$ cat config.mk
export PLATFORM = sky130hd
export DESIGN_NAME = block_rms_peak_level_meter_unit
export DESIGN_NICKNAME = d
export VERILOG_FILES = /design/src/sv/brpl_pkg.sv /design/src/sv/block_rms_peak_level_meter_unit.sv /design/src/sv/brpl_front.sv /design/src/sv/brpl_queue.sv /design/src/sv/brpl_back.sv
export SDC_FILE = /design/constraint.sdc
export NUM_CORES = 1
export LEC_CHECK = 0
export BUFFER_PORTS_ARGS = -buffer_cell sky130_fd_sc_hd__buf_2
export CORE_MARGIN = 1
export CORE_UTILIZATION = 40
export CTS_CLUSTER_DIAMETER = 120
export DETAILED_ROUTE_END_ITERATION = 12
export PLACE_DENSITY = 0.69
export SLEW_MARGIN = 10
export SYNTH_ARGS = -nofsm -noshare
export SYNTH_HDL_FRONTEND = slang
export SYNTH_SLANG_ARGS = --single-unit
$ cat constraint.sdc
create_clock -name clk -period 5.4 [get_ports clk]
set_input_delay 0.54 -clock clk [delete_from_list [all_inputs] [get_ports clk]]
set_output_delay 0.54 -clock clk [all_outputs]
set_load 0.02 [all_outputs]
$ cat src/sv/brpl_pkg.sv
// Shared types and constants for the block RMS and peak level meter.
package brpl_pkg;

    // Block length limit; samples beyond it are dropped
    localparam int unsigned MAX_BLOCK = 4096;

    localparam int unsigned SAMPLE_W = 16;
    localparam int unsigned SQ_W     = 31;   // 32768^2 fits in 31 bits
    localparam int unsigned SUM_W    = 43;
    localparam int unsigned CNT_W    = 13;
    localparam int unsigned MEAN_W   = 32;   // even width for the root unit
    localparam int unsigned ROOT_W   = 16;
    localparam int unsigned PROD_W   = 32;

    // 1/0.707 in Q1.15
    localparam logic [ROOT_W-1:0]   RMS_SCALE  = 16'd46349;
    localparam logic [SAMPLE_W:0]   FULL_SCALE = 17'd32768;
    localparam logic [CNT_W-1:0]    MAX_COUNT  = CNT_W'(MAX_BLOCK);

    // Totals of one finished block, handed from front to back
    typedef struct packed {
        logic [SUM_W-1:0]    sum;
        logic [SAMPLE_W-1:0] peak;
        logic [CNT_W-1:0]    count;
    } blk_sum_t;

endpackage

$ cat src/sv/block_rms_peak_level_meter_unit.sv
// Block RMS and peak level meter: one level per audio block of one channel.
// Throughput: one sample per cycle unless a block end meets a full queue;
//   a block end occupies the back end (43-step divider, 16-step square root,
//   multiply, output), which sets the shortest block length at full rate;
//   two finished blocks can queue.
// Reset: asynchronous, active low; clears accumulators, queue and sequencer.
module block_rms_peak_level_meter_unit
(
    input  logic        clk,
    input  logic        rst_n,
    input  logic        s_axis_tvalid,
    output logic        s_axis_tready,
    input  logic [15:0] s_axis_tdata,   // [15:0] sample
    input  logic        s_axis_tlast,
    output logic        m_axis_tvalid,
    input  logic        m_axis_tready,
    output logic [15:0] m_axis_tdata    // [15:0] level
);
    import brpl_pkg::*;

    logic     push;
    blk_sum_t push_data;
    logic     q_full;
    logic     q_pop;
    blk_sum_t q_data;
    logic     q_empty;

    brpl_front u_front
    (
        .clk       (clk),
        .rst_n     (rst_n),
        .in_valid  (s_axis_tvalid),
        .in_ready  (s_axis_tready),
        .in_sample (s_axis_tdata),
        .in_last   (s_axis_tlast),
        .push      (push),
        .push_data (push_data),
        .q_full    (q_full)
    );

    brpl_queue u_queue
    (
        .clk     (clk),
        .rst_n   (rst_n),
        .wr_en   (push),
        .wr_data (push_data),
        .full    (q_full),
        .rd_en   (q_pop),
        .rd_data (q_data),
        .empty   (q_empty)
    );

    brpl_back u_back
    (
        .clk       (clk),
        .rst_n     (rst_n),
        .q_empty   (q_empty),
        .q_pop     (q_pop),
        .q_data    (q_data),
        .out_valid (m_axis_tvalid),
        .out_ready (m_axis_tready),
        .out_level (m_axis_tdata)
    );

endmodule

$ cat src/sv/brpl_front.sv
// Front end: sample magnitude, squaring and per-block accumulation.
module brpl_front
(
    input  logic                              clk,
    input  logic                              rst_n,
    input  logic                              in_valid,
    output logic                              in_ready,
    input  logic [brpl_pkg::SAMPLE_W-1:0]     in_sample,
    input  logic                              in_last,
    output logic                              push,
    output brpl_pkg::blk_sum_t                push_data,
    input  logic                              q_full
);
    import brpl_pkg::*;

    logic                  a_valid_reg;
    logic                  a_last_reg;
    logic [SAMPLE_W-1:0]   a_mag_reg;
    logic [SQ_W-1:0]       a_sq_reg;

    logic [SUM_W-1:0]      sum_reg;
    logic [SAMPLE_W-1:0]   peak_reg;
    logic [CNT_W-1:0]      cnt_reg;

    logic [SAMPLE_W-1:0]   mag;
    logic [2*SAMPLE_W-1:0] sq_full;
    logic                  b_take;
    logic                  a_adv;
    logic                  take;
    logic [SUM_W-1:0]      sum_next;
    logic [SAMPLE_W-1:0]   peak_next;
    logic [CNT_W-1:0]      cnt_next;

    // Magnitude; the most negative sample maps to 32768
    assign mag     = in_sample[SAMPLE_W-1] ? (~in_sample + 1'b1) : in_sample;
    assign sq_full = mag * mag;

    // Accumulator stage consumes a stage A item unless a block end meets a full queue
    assign b_take   = a_valid_reg && !(a_last_reg && q_full);
    assign a_adv    = !a_valid_reg || b_take;
    assign in_ready = a_adv;

    // Updated totals, samples beyond the block limit are dropped
    always_comb
    begin
        take      = (cnt_reg < MAX_COUNT);
        sum_next  = sum_reg;
        peak_next = peak_reg;
        cnt_next  = cnt_reg;
        if (take)
        begin
            sum_next  = sum_reg + SUM_W'(a_sq_reg);
            peak_next = (a_mag_reg > peak_reg) ? a_mag_reg : peak_reg;
            cnt_next  = cnt_reg + 1'b1;
        end
    end

    assign push            = b_take && a_last_reg;
    assign push_data.sum   = sum_next;
    assign push_data.peak  = peak_next;
    assign push_data.count = cnt_next;

    // Stage A: magnitude and square
    always_ff @(posedge clk or negedge rst_n)
    begin
        if (!rst_n)
        begin
            a_valid_reg <= 1'b0;
        end
        else if (a_adv)
        begin
            a_valid_reg <= in_valid;
        end
    end

    always_ff @(posedge clk)
    begin
        if (a_adv && in_valid)
        begin
            a_last_reg <= in_last;
            a_mag_reg  <= mag;
            a_sq_reg   <= sq_full[SQ_W-1:0];
        end
    end

    // Stage B: block totals, cleared when a block is handed off
    always_ff @(posedge clk or negedge rst_n)
    begin
        if (!rst_n)
        begin
            sum_reg  <= '0;
            peak_reg <= '0;
            cnt_reg  <= '0;
        end
        else if (b_take)
        begin
            if (a_last_reg)
            begin
                sum_reg  <= '0;
                peak_reg <= '0;
                cnt_reg  <= '0;
            end
            else
            begin
                sum_reg  <= sum_next;
                peak_reg <= peak_next;
                cnt_reg  <= cnt_next;
            end
        end
    end

endmodule

$ cat src/sv/brpl_queue.sv
// Two-entry queue of finished block totals between front and back.
module brpl_queue
(
    input  logic               clk,
    input  logic               rst_n,
    input  logic               wr_en,
    input  brpl_pkg::blk_sum_t wr_data,
    output logic               full,
    input  logic               rd_en,
    output brpl_pkg::blk_sum_t rd_data,
    output logic               empty
);
    import brpl_pkg::*;

    blk_sum_t   mem_reg [2];
    logic       wr_ptr_reg;
    logic       rd_ptr_reg;
    logic [1:0] fill_reg;

    assign full    = (fill_reg == 2'd2);
    assign empty   = (fill_reg == 2'd0);
    assign rd_data = mem_reg[rd_ptr_reg];

    // Storage
    always_ff @(posedge clk)
    begin
        if (wr_en && !full)
        begin
            mem_reg[wr_ptr_reg] <= wr_data;
        end
    end

    // Pointers and fill level
    always_ff @(posedge clk or negedge rst_n)
    begin
        if (!rst_n)
        begin
            wr_ptr_reg <= 1'b0;
            rd_ptr_reg <= 1'b0;
            fill_reg   <= 2'd0;
        end
        else
        begin
            if (wr_en && !full)
            begin
                wr_ptr_reg <= ~wr_ptr_reg;
            end
            if (rd_en && !empty)
            begin
                rd_ptr_reg <= ~rd_ptr_reg;
            end
            case ({wr_en && !full, rd_en && !empty})
                2'b10:   fill_reg <= fill_reg + 2'd1;
                2'b01:   fill_reg <= fill_reg - 2'd1;
                default: fill_reg <= fill_reg;
            endcase
        end
    end

endmodule

$ cat src/sv/brpl_back.sv
// Back end: bit-serial divide, digit-serial square root, scaling and output register.
module brpl_back
(
    input  logic                          clk,
    input  logic                          rst_n,
    input  logic                          q_empty,
    output logic                          q_pop,
    input  brpl_pkg::blk_sum_t            q_data,
    output logic                          out_valid,
    input  logic                          out_ready,
    output logic [brpl_pkg::SAMPLE_W-1:0] out_level
);
    import brpl_pkg::*;

    typedef enum logic [4:0] {
        ST_IDLE = 5'b00001,
        ST_DIV  = 5'b00010,
        ST_SQRT = 5'b00100,
        ST_MUL  = 5'b01000,
        ST_DONE = 5'b10000
    } state_t;

    state_t              state_reg;
    state_t              state_next;
    logic [5:0]          step_reg;
    logic [SUM_W-1:0]    quo_reg;       // dividend shifts out, quotient shifts in
    logic [CNT_W-1:0]    div_reg;
    logic [CNT_W-1:0]    drem_reg;
    logic [MEAN_W-1:0]   op_reg;
    logic [ROOT_W:0]     srem_reg;
    logic [ROOT_W-1:0]   root_reg;
    logic [PROD_W-1:0]   prod_reg;
    logic [SAMPLE_W-1:0] peak_reg;
    logic                out_valid_reg;
    logic [SAMPLE_W-1:0] out_level_reg;

    logic [CNT_W:0]      drem_sh;
    logic                dge;
    logic [CNT_W:0]      drem_sub;
    logic [ROOT_W+2:0]   srem_sh;
    logic [ROOT_W+2:0]   trial;
    logic                sge;
    logic [ROOT_W+2:0]   srem_sub;
    logic [SAMPLE_W:0]   norm;
    logic [SAMPLE_W:0]   lvl_max;
    logic [SAMPLE_W:0]   lvl_sat;
    logic                out_free;

    assign out_free  = !out_valid_reg || out_ready;
    assign q_pop     = (state_reg == ST_IDLE) && !q_empty;
    assign out_valid = out_valid_reg;
    assign out_level = out_level_reg;

    // One restoring divide step
    always_comb
    begin
        drem_sh  = {drem_reg, quo_reg[SUM_W-1]};
        dge      = (drem_sh >= {1'b0, div_reg});
        drem_sub = drem_sh - {1'b0, div_reg};
    end

    // One square root digit
    always_comb
    begin
        srem_sh  = {srem_reg, op_reg[MEAN_W-1 -: 2]};
        trial    = {1'b0, root_reg, 2'b01};
        sge      = (srem_sh >= trial);
        srem_sub = srem_sh - trial;
    end

    // Scaled RMS against peak, clamped to full scale
    always_comb
    begin
        norm    = prod_reg[PROD_W-1 -: (SAMPLE_W+1)];
        lvl_max = (norm > {1'b0, peak_reg}) ? norm : {1'b0, peak_reg};
        lvl_sat = (lvl_max > FULL_SCALE) ? FULL_SCALE : lvl_max;
    end

    // Sequencer
    always_comb
    begin
        state_next = state_reg;
        case (state_reg)
            ST_IDLE: if (!q_empty) state_next = ST_DIV;
            ST_DIV:  if (step_reg == 6'(SUM_W-1)) state_next = ST_SQRT;
            ST_SQRT: if (step_reg == 6'(ROOT_W-1)) state_next = ST_MUL;
            ST_MUL:  state_next = ST_DONE;
            ST_DONE: if (out_free) state_next = ST_IDLE;
            default: state_next = ST_IDLE;
        endcase
    end

    always_ff @(posedge clk or negedge rst_n)
    begin
        if (!rst_n)
        begin
            state_reg     <= ST_IDLE;
            out_valid_reg <= 1'b0;
        end
        else
        begin
            state_reg <= state_next;
            if ((state_reg == ST_DONE) && out_free)
            begin
                out_valid_reg <= 1'b1;
            end
            else if (out_ready)
            begin
                out_valid_reg <= 1'b0;
            end
        end
    end

    // Datapath
    always_ff @(posedge clk)
    begin
        case (state_reg)
            ST_IDLE:
            begin
                step_reg <= '0;
                quo_reg  <= q_data.sum;
                div_reg  <= q_data.count;
                drem_reg <= '0;
                peak_reg <= q_data.peak;
            end
            ST_DIV:
            begin
                quo_reg  <= {quo_reg[SUM_W-2:0], dge};
                drem_reg <= dge ? drem_sub[CNT_W-1:0] : drem_sh[CNT_W-1:0];
                if (step_reg == 6'(SUM_W-1))
                begin
                    step_reg <= '0;
                    op_reg   <= {quo_reg[MEAN_W-2:0], dge};
                    srem_reg <= '0;
                    root_reg <= '0;
                end
                else
                begin
                    step_reg <= step_reg + 6'd1;
                end
            end
            ST_SQRT:
            begin
                op_reg   <= {op_reg[MEAN_W-3:0], 2'b00};
                srem_reg <= sge ? srem_sub[ROOT_W:0] : srem_sh[ROOT_W:0];
                root_reg <= {root_reg[ROOT_W-2:0], sge};
                step_reg <= step_reg + 6'd1;
            end
            ST_MUL:
            begin
                prod_reg <= root_reg * RMS_SCALE;
            end
            ST_DONE:
            begin
                if (out_free)
                begin
                    out_level_reg <= lvl_sat[SAMPLE_W-1:0];
                end
            end
            default:
            begin
                step_reg <= '0;
            end
        endcase
    end

endmodule
[Word level (Yosys, flattened, before mapping)]
Memory sizes are Yosys's and may differ from the RTL's.
Cells that the tools add are included.
Word-level totals
  register bits after elaboration: 335
  memory bits (writable): 144
  bits of input ports: 21
  output and inout bits: 18
  word-level logic and storage cells: 111
  memories: 1
Operators by class
  $add $sub $neg: 8
  multipliers: 2
  $lt $le $gt $ge: 6
  equality and inequality tests: 14
  muxes and demuxes: 31
  bitwise gates (word level): 3
  reductions and logical operators: 24
Memory list
  u_queue.mem_reg: words 2, width 72, rd ports 1, clocked after Yosys merged registers in 0, wr ports 1, line brpl_queue.sv:15  | blk_sum_t mem_reg [2];
Operators by type and width (number)
  43-bit two-way mux: 2
  43-bit one-hot mux with 2 select lines: 1
  16-bit two-way mux: 5
  32-bit one-hot mux with 2 select lines: 1
  17-bit two-way mux: 3
  43-bit by 31-bit adder with 43-bit output: 1
  13-bit two-way mux: 3
  17-bit one-hot mux with 2 select lines: 1
  16-bit by 16-bit multiplier with 32-bit output (second input constant): 1
  32-bit two-way mux: 1
  16-bit one-hot mux with 2 select lines: 1
  16-bit by 16-bit multiplier with 31-bit output: 1
  13-bit one-hot mux with 2 select lines: 1
  5-bit one-hot mux with 5 select lines: 1
  5-bit two-way mux: 4
  19-bit by 18-bit >= comparator with 1-bit output: 1
  6-bit one-hot mux with 3 select lines: 1
  17-bit by 16-bit greater-than comparator with 1-bit output: 1
  17-bit by 16-bit greater-than comparator with 1-bit output (second input constant): 1
  17-bit subtractor: 1
  16-bit by 1-bit adder with 16-bit output (second input constant): 1
  16-bit greater-than comparator: 1
  16-bit NOT: 1
  14-bit by 13-bit >= comparator with 1-bit output: 1
  other kinds (29): 52

[Depth between registers and ports, before layout]
  depth in word-level cells: 8
  gate-level depth with buffers: 32
  depth with buffers taken out: 30

[Cells and area by module]
Synthesis repeated with hierarchy kept, for this count alone.
Unflattened totals
  cells, all modules: 3067
  area total of the unflattened synthesis: 34152.8 um2
Modules (own cells, without submodules)
  brpl_front: instances 1, cells each 1580, area an instance 14448.9 um2, sequential area each 3208.1 um2
  brpl_back: instances 1, cells each 1245, area an instance 13962.1 um2, sequential area each 5826.8 um2
  brpl_queue: instances 1, cells each 242, area an instance 5741.8 um2, sequential area each 4424.2 um2

[Worst setup path before layout]
No wires, ideal clock.
  path kind: input to register
  start point: input s_axis_tdata[0]
  end point: register u_front.a_sq_reg[29] (data pin)
  setup time: 258 ps
  arrival: 7730 ps
  slack: -2588 ps
  cell stages on the path: 28
  path buffers: 3
  cells stage by stage: inv_2 clkbuf_1 ha_1 nand2_1 or3_1 clkbuf_1 o41ai_1 xor2_1 clkbuf_1 nor2_1 fa_1 fa_1 fa_1 fa_1 fa_1 inv_1 fa_1 inv_1 ha_1 a21o_1 a21oi_1 nor2b_1 nor4_1 nor2_1 a2111o_1 a31o_2 a21oi_1 xnor2_1
On the way
  longest elaborated chain between the ends: 4
RTL lines
  from (decl): line block_rms_peak_level_meter_unit.sv:13  | input logic [15:0] s_axis_tdata,
  16-bit NOT: line brpl_front.sv:35  | assign mag = in_sample[SAMPLE_W-1] ? (~in_sample + 1'b1) : in_sample;
  16-bit by 1-bit adder with 16-bit output: line brpl_front.sv:35
  16-bit two-way mux *: line brpl_front.sv:35
  16-bit by 16-bit multiplier with 31-bit output *: line brpl_front.sv:36  | assign sq_full = mag * mag;
  via u_front.sq_full[29]: line brpl_front.sv:26  | logic [2*SAMPLE_W-1:0] sq_full;
  to (signal assigned): line brpl_front.sv:82  | a_sq_reg <= sq_full[SQ_W-1:0];
  to (decl): line brpl_front.sv:19  | logic [SQ_W-1:0] a_sq_reg;
The timed path passes the listed nets; every way through them passes the cells marked *.
A chain may end at the register's enable or synchronous reset.

[Final worst setup path]
  start point: input s_axis_tdata[6]
  end point: register u_front.a_sq_reg[30] (data pin)
Same word-level chain as after synthesis.

==> flow_summary.json <==
{
  "pre_cts_ws_ps": -2460,
  "cts_tree": "yes",
  "crit_fanout": 4,
  "die_y_um": 290,
  "cp-start-kind": "input pin",
  "num_rows": 105,
  "hold_violations": 0,
  "failed_checks": "setup timing",
  "dr.pass1.iters": 5,
  "final_cell_area_sq_um": 40000,
  "via_per_inst": 5.09,
  "largest_reg_flops": 144,
  "min_period_ps": 7120,
  "synth.top_cell.area_share_pct": 34.4,
  "critical_path_class": "input pin to flip-flop",
  "root_buffer": "clkbuf_16",
  "ios": 39,
  "clk_latency_ps": 590,
  "synth_edf_count": 379,
  "endpoint_kind": "flip-flop",
  "setup_violations": 26,
  "antenna_cells": 0,
  "synthMuxAreaShare_pct": 3.74,
  "synthesis.area_sq_um": 33100,
  "die_w_um": 290,
  "slew_viol_final": 0,
  "num_vias": 22856,
  "rsz0062_at_grt": "true",
  "grt_pass1_vias": 23775,
  "maxCapViolations": 0,
  "final.setup_skew_ps": 26.0,
  "dieArea_sq_um": 84000,
  "wl_per_cell_um": 16.3,
  "nNetsFinal": 3963,
  "synth_warnings": 0,
  "dpl.hpwl_um": 54800,
  "clk_pin_slew_ps": 60,
  "synthAdderAreaFrac_pct": 26.5,
  "relSlewSlack_pct": 22.3,
  "io_buffer_count": 38,
  "placed_cell_area_sq_um": 36900,
  "synth.avg_cell_area_sq_um": 10.9,
  "fin_util_pct": 48.8,
  "htree_levels": 2,
  "start_util_pct": 40.4,
  "synth_flop_cell": "edfxtp_1",
  "drtIter0Drc": 1355,
  "drive_gt1_share_pct": 21.4,
  "synth_compound_area_share_pct": 9.16,
  "hp-class": "input pin to flip-flop",
  "worstPathRequired_ps": 5720,
  "ys_seq_elements": 462,
  "arrival_ps": 7440,
  "synth_simple_gate_area_share_pct": 9.93,
  "core_sq_um": 82000,
  "worst_pin_slew_ps": 1160,
  "finalCritPeriodShare_pct": 132,
  "drc": 0,
  "syn-instance-count": 3051,
  "fmax_ghz": 0.141,
  "area_growth_pct": 20.8,
  "wl_um": 73400,
  "grt_pass1_wl_um": 119000,
  "cts_buffers": 49,
  "cts_max_path_buffers": 3,
  "worst_slack_ps": -1720,
  "status": "complete, but fails checks",
  "synth_top_area_cell": "edfxtp_1",
  "place_inst": 4349,
  "synthTopCellsByArea": "edfxtp_1, fa_1, ha_1",
  "overflow": 0,
  "antenna_found_initial": 1,
  "place_congestion": 0.925,
  "async_flop_share_pct": 18.0,
  "fin_cells": 4492,
  "ant_nets": 0,
  "ys_types": 76,
  "grt.total_usage_pct": 17.7,
  "synth_seq_area_share_pct": 40.6,
  "synth_top_family_by_area": "adder cells",
  "cts.sinks": 462,
  "synth_xor_area_share_pct": 3.86,
  "grt_max_degree": 89
}
==> timing repair <==
action                                  4_1_cts  5_1_grt
gates cloned                                  1        0
endpoints found under the setup margin       29       35
gates resized for setup                     121      126
hold buffers                                  1        0
buffers inserted                             41       35
endpoints found under the hold margin        25        0
pin swaps                                    81      149
==> kinds of logic (layout without fill, tap and decap cells) <==
| family | count (synthesis) | after routing |
|---|---|---|
| other cells | 2 | 11 |
| xor+xnor | 146 | 146 |
| mux | 118 | 118 |
| flops | 462 | 462 |
| compound gates | 473 | 473 |
| simple gates | 752 | 752 |
| buf+inv | 537 | 899 |
| fa+ha+maj | 561 | 561 |
==> worst max-delay path: stages <==
cell,delay [ps]
buf_6,90
or4_4,520
or3_4,340
or3_4,340
or4b_4,620
nor2_4,120
inv_2,50
fa_1,510
inv_2,60
fa_1,560
fa_1,440
fa_1,480
fa_1,500
inv_2,40
fa_1,510
inv_2,50
ha_4,270
and4_4,290
nand3_4,90
o211ai_1,300
a32oi_2,140
o311ai_1,300
a21oi_1,120
xnor2_1,150
==> area by class of cell <==
type / count / area [sq um]
fillers: 7271 / 42000
multi-input cells: 2061 / 19100
flip-flops and latches: 462 / 13500
repair buffers: 353 / 2820
inverters: 454 / 1730
clock buffers: 69 / 1400
well taps: 1070 / 1340
clock inverters: 23 / 215
==> metal layers <==
metal | wire length (um) | vias up | global-route usage, %
li1 | - | 11048 | -
met4 | 1930 | 0 | 5.37
met1 | 31600 | 11273 | 22.6
met2 | 37000 | 411 | 31.3
met3 | 2880 | 124 | 2.17
met5 | 0 | - | 0
==> layout by cell type, fill, tap and decap left out, types with 12 or more instances in the layout <==
cell type  Yosys  layout
nor2b_1       19      17
nand2_2        0      17
nand3_1       62      61
a21o_1        47      47
clkbuf_16      0      51
nand2_1      343     319
o21ai_0      150     141
mux2i_1       71      71
nor2_1       193     169
buf_2          4      32
xor2_1        53      45
inv_2          8      37
mux2_2        47      47
buf_6          0      40
clkbuf_1      68      12
a21oi_1       97      72
nor2_2         1      15
xnor2_1       93      79
edfxtp_1     379     379
o31ai_1       17      15
and3_1        18      16
nand4_1       21      21
a31oi_1       14      12
nor3_1        22      22
fa_2           0      15
a21oi_2        0      14
o21a_1        19      19
ha_4           0      31
dfrtp_1       82      80
fa_1         236     221
a22o_1        27      27
ha_1         325     293
inv_1        442     408
buf_4          0     271
==> metrics by stage <==
step	TNS [ps]	hold WS, ps
CTS	-25710	112
global route	-30560	110
floorplan	-29400	244
finish	-25640	142
detailed placement	-44690	483
global placement	-43330	475
==> path summary, 6_finish.rpt <==
| kind | start | endpoint | slack, ps | depth (start not counted) |
|---|---|---|---|---|
| worst max-delay path | s_axis_tdata[6] | u_front.a_sq_reg[30] | -1720 | 24 |
| worst min-delay path | s_axis_tlast | u_front.a_last_reg | 140 | 1 |
| worst max register to register | u_back.root_reg[3] | u_back.prod_reg[31] | -170 | 18 |
| worst min register to register | u_front.sum_reg[0] | u_front.sum_reg[0] | 500 | 2 |
| max in group asynchronous | rst_n | u_front.sum_reg[25] | 3730 | 3 |
| min in group asynchronous | rst_n | u_front.peak_reg[3] | 440 | 2 |
==> cell usage after synthesis (22+ instances only) <==
cell type / n
nand3_1: 62
nor2_1: 193
xor2_1: 53
mux2_2: 47
clkbuf_1: 68
ha_1: 325
mux2i_1: 71
a21o_1: 47
dfrtp_1: 82
o21ai_0: 150
xnor2_1: 93
inv_1: 442
a22o_1: 27
fa_1: 236
nor3_1: 22
nand2_1: 343
a21oi_1: 97
edfxtp_1: 379
Power is not shown: default switching activity piles up to over one toggle a cycle in this logic, so the estimate is an artifact.
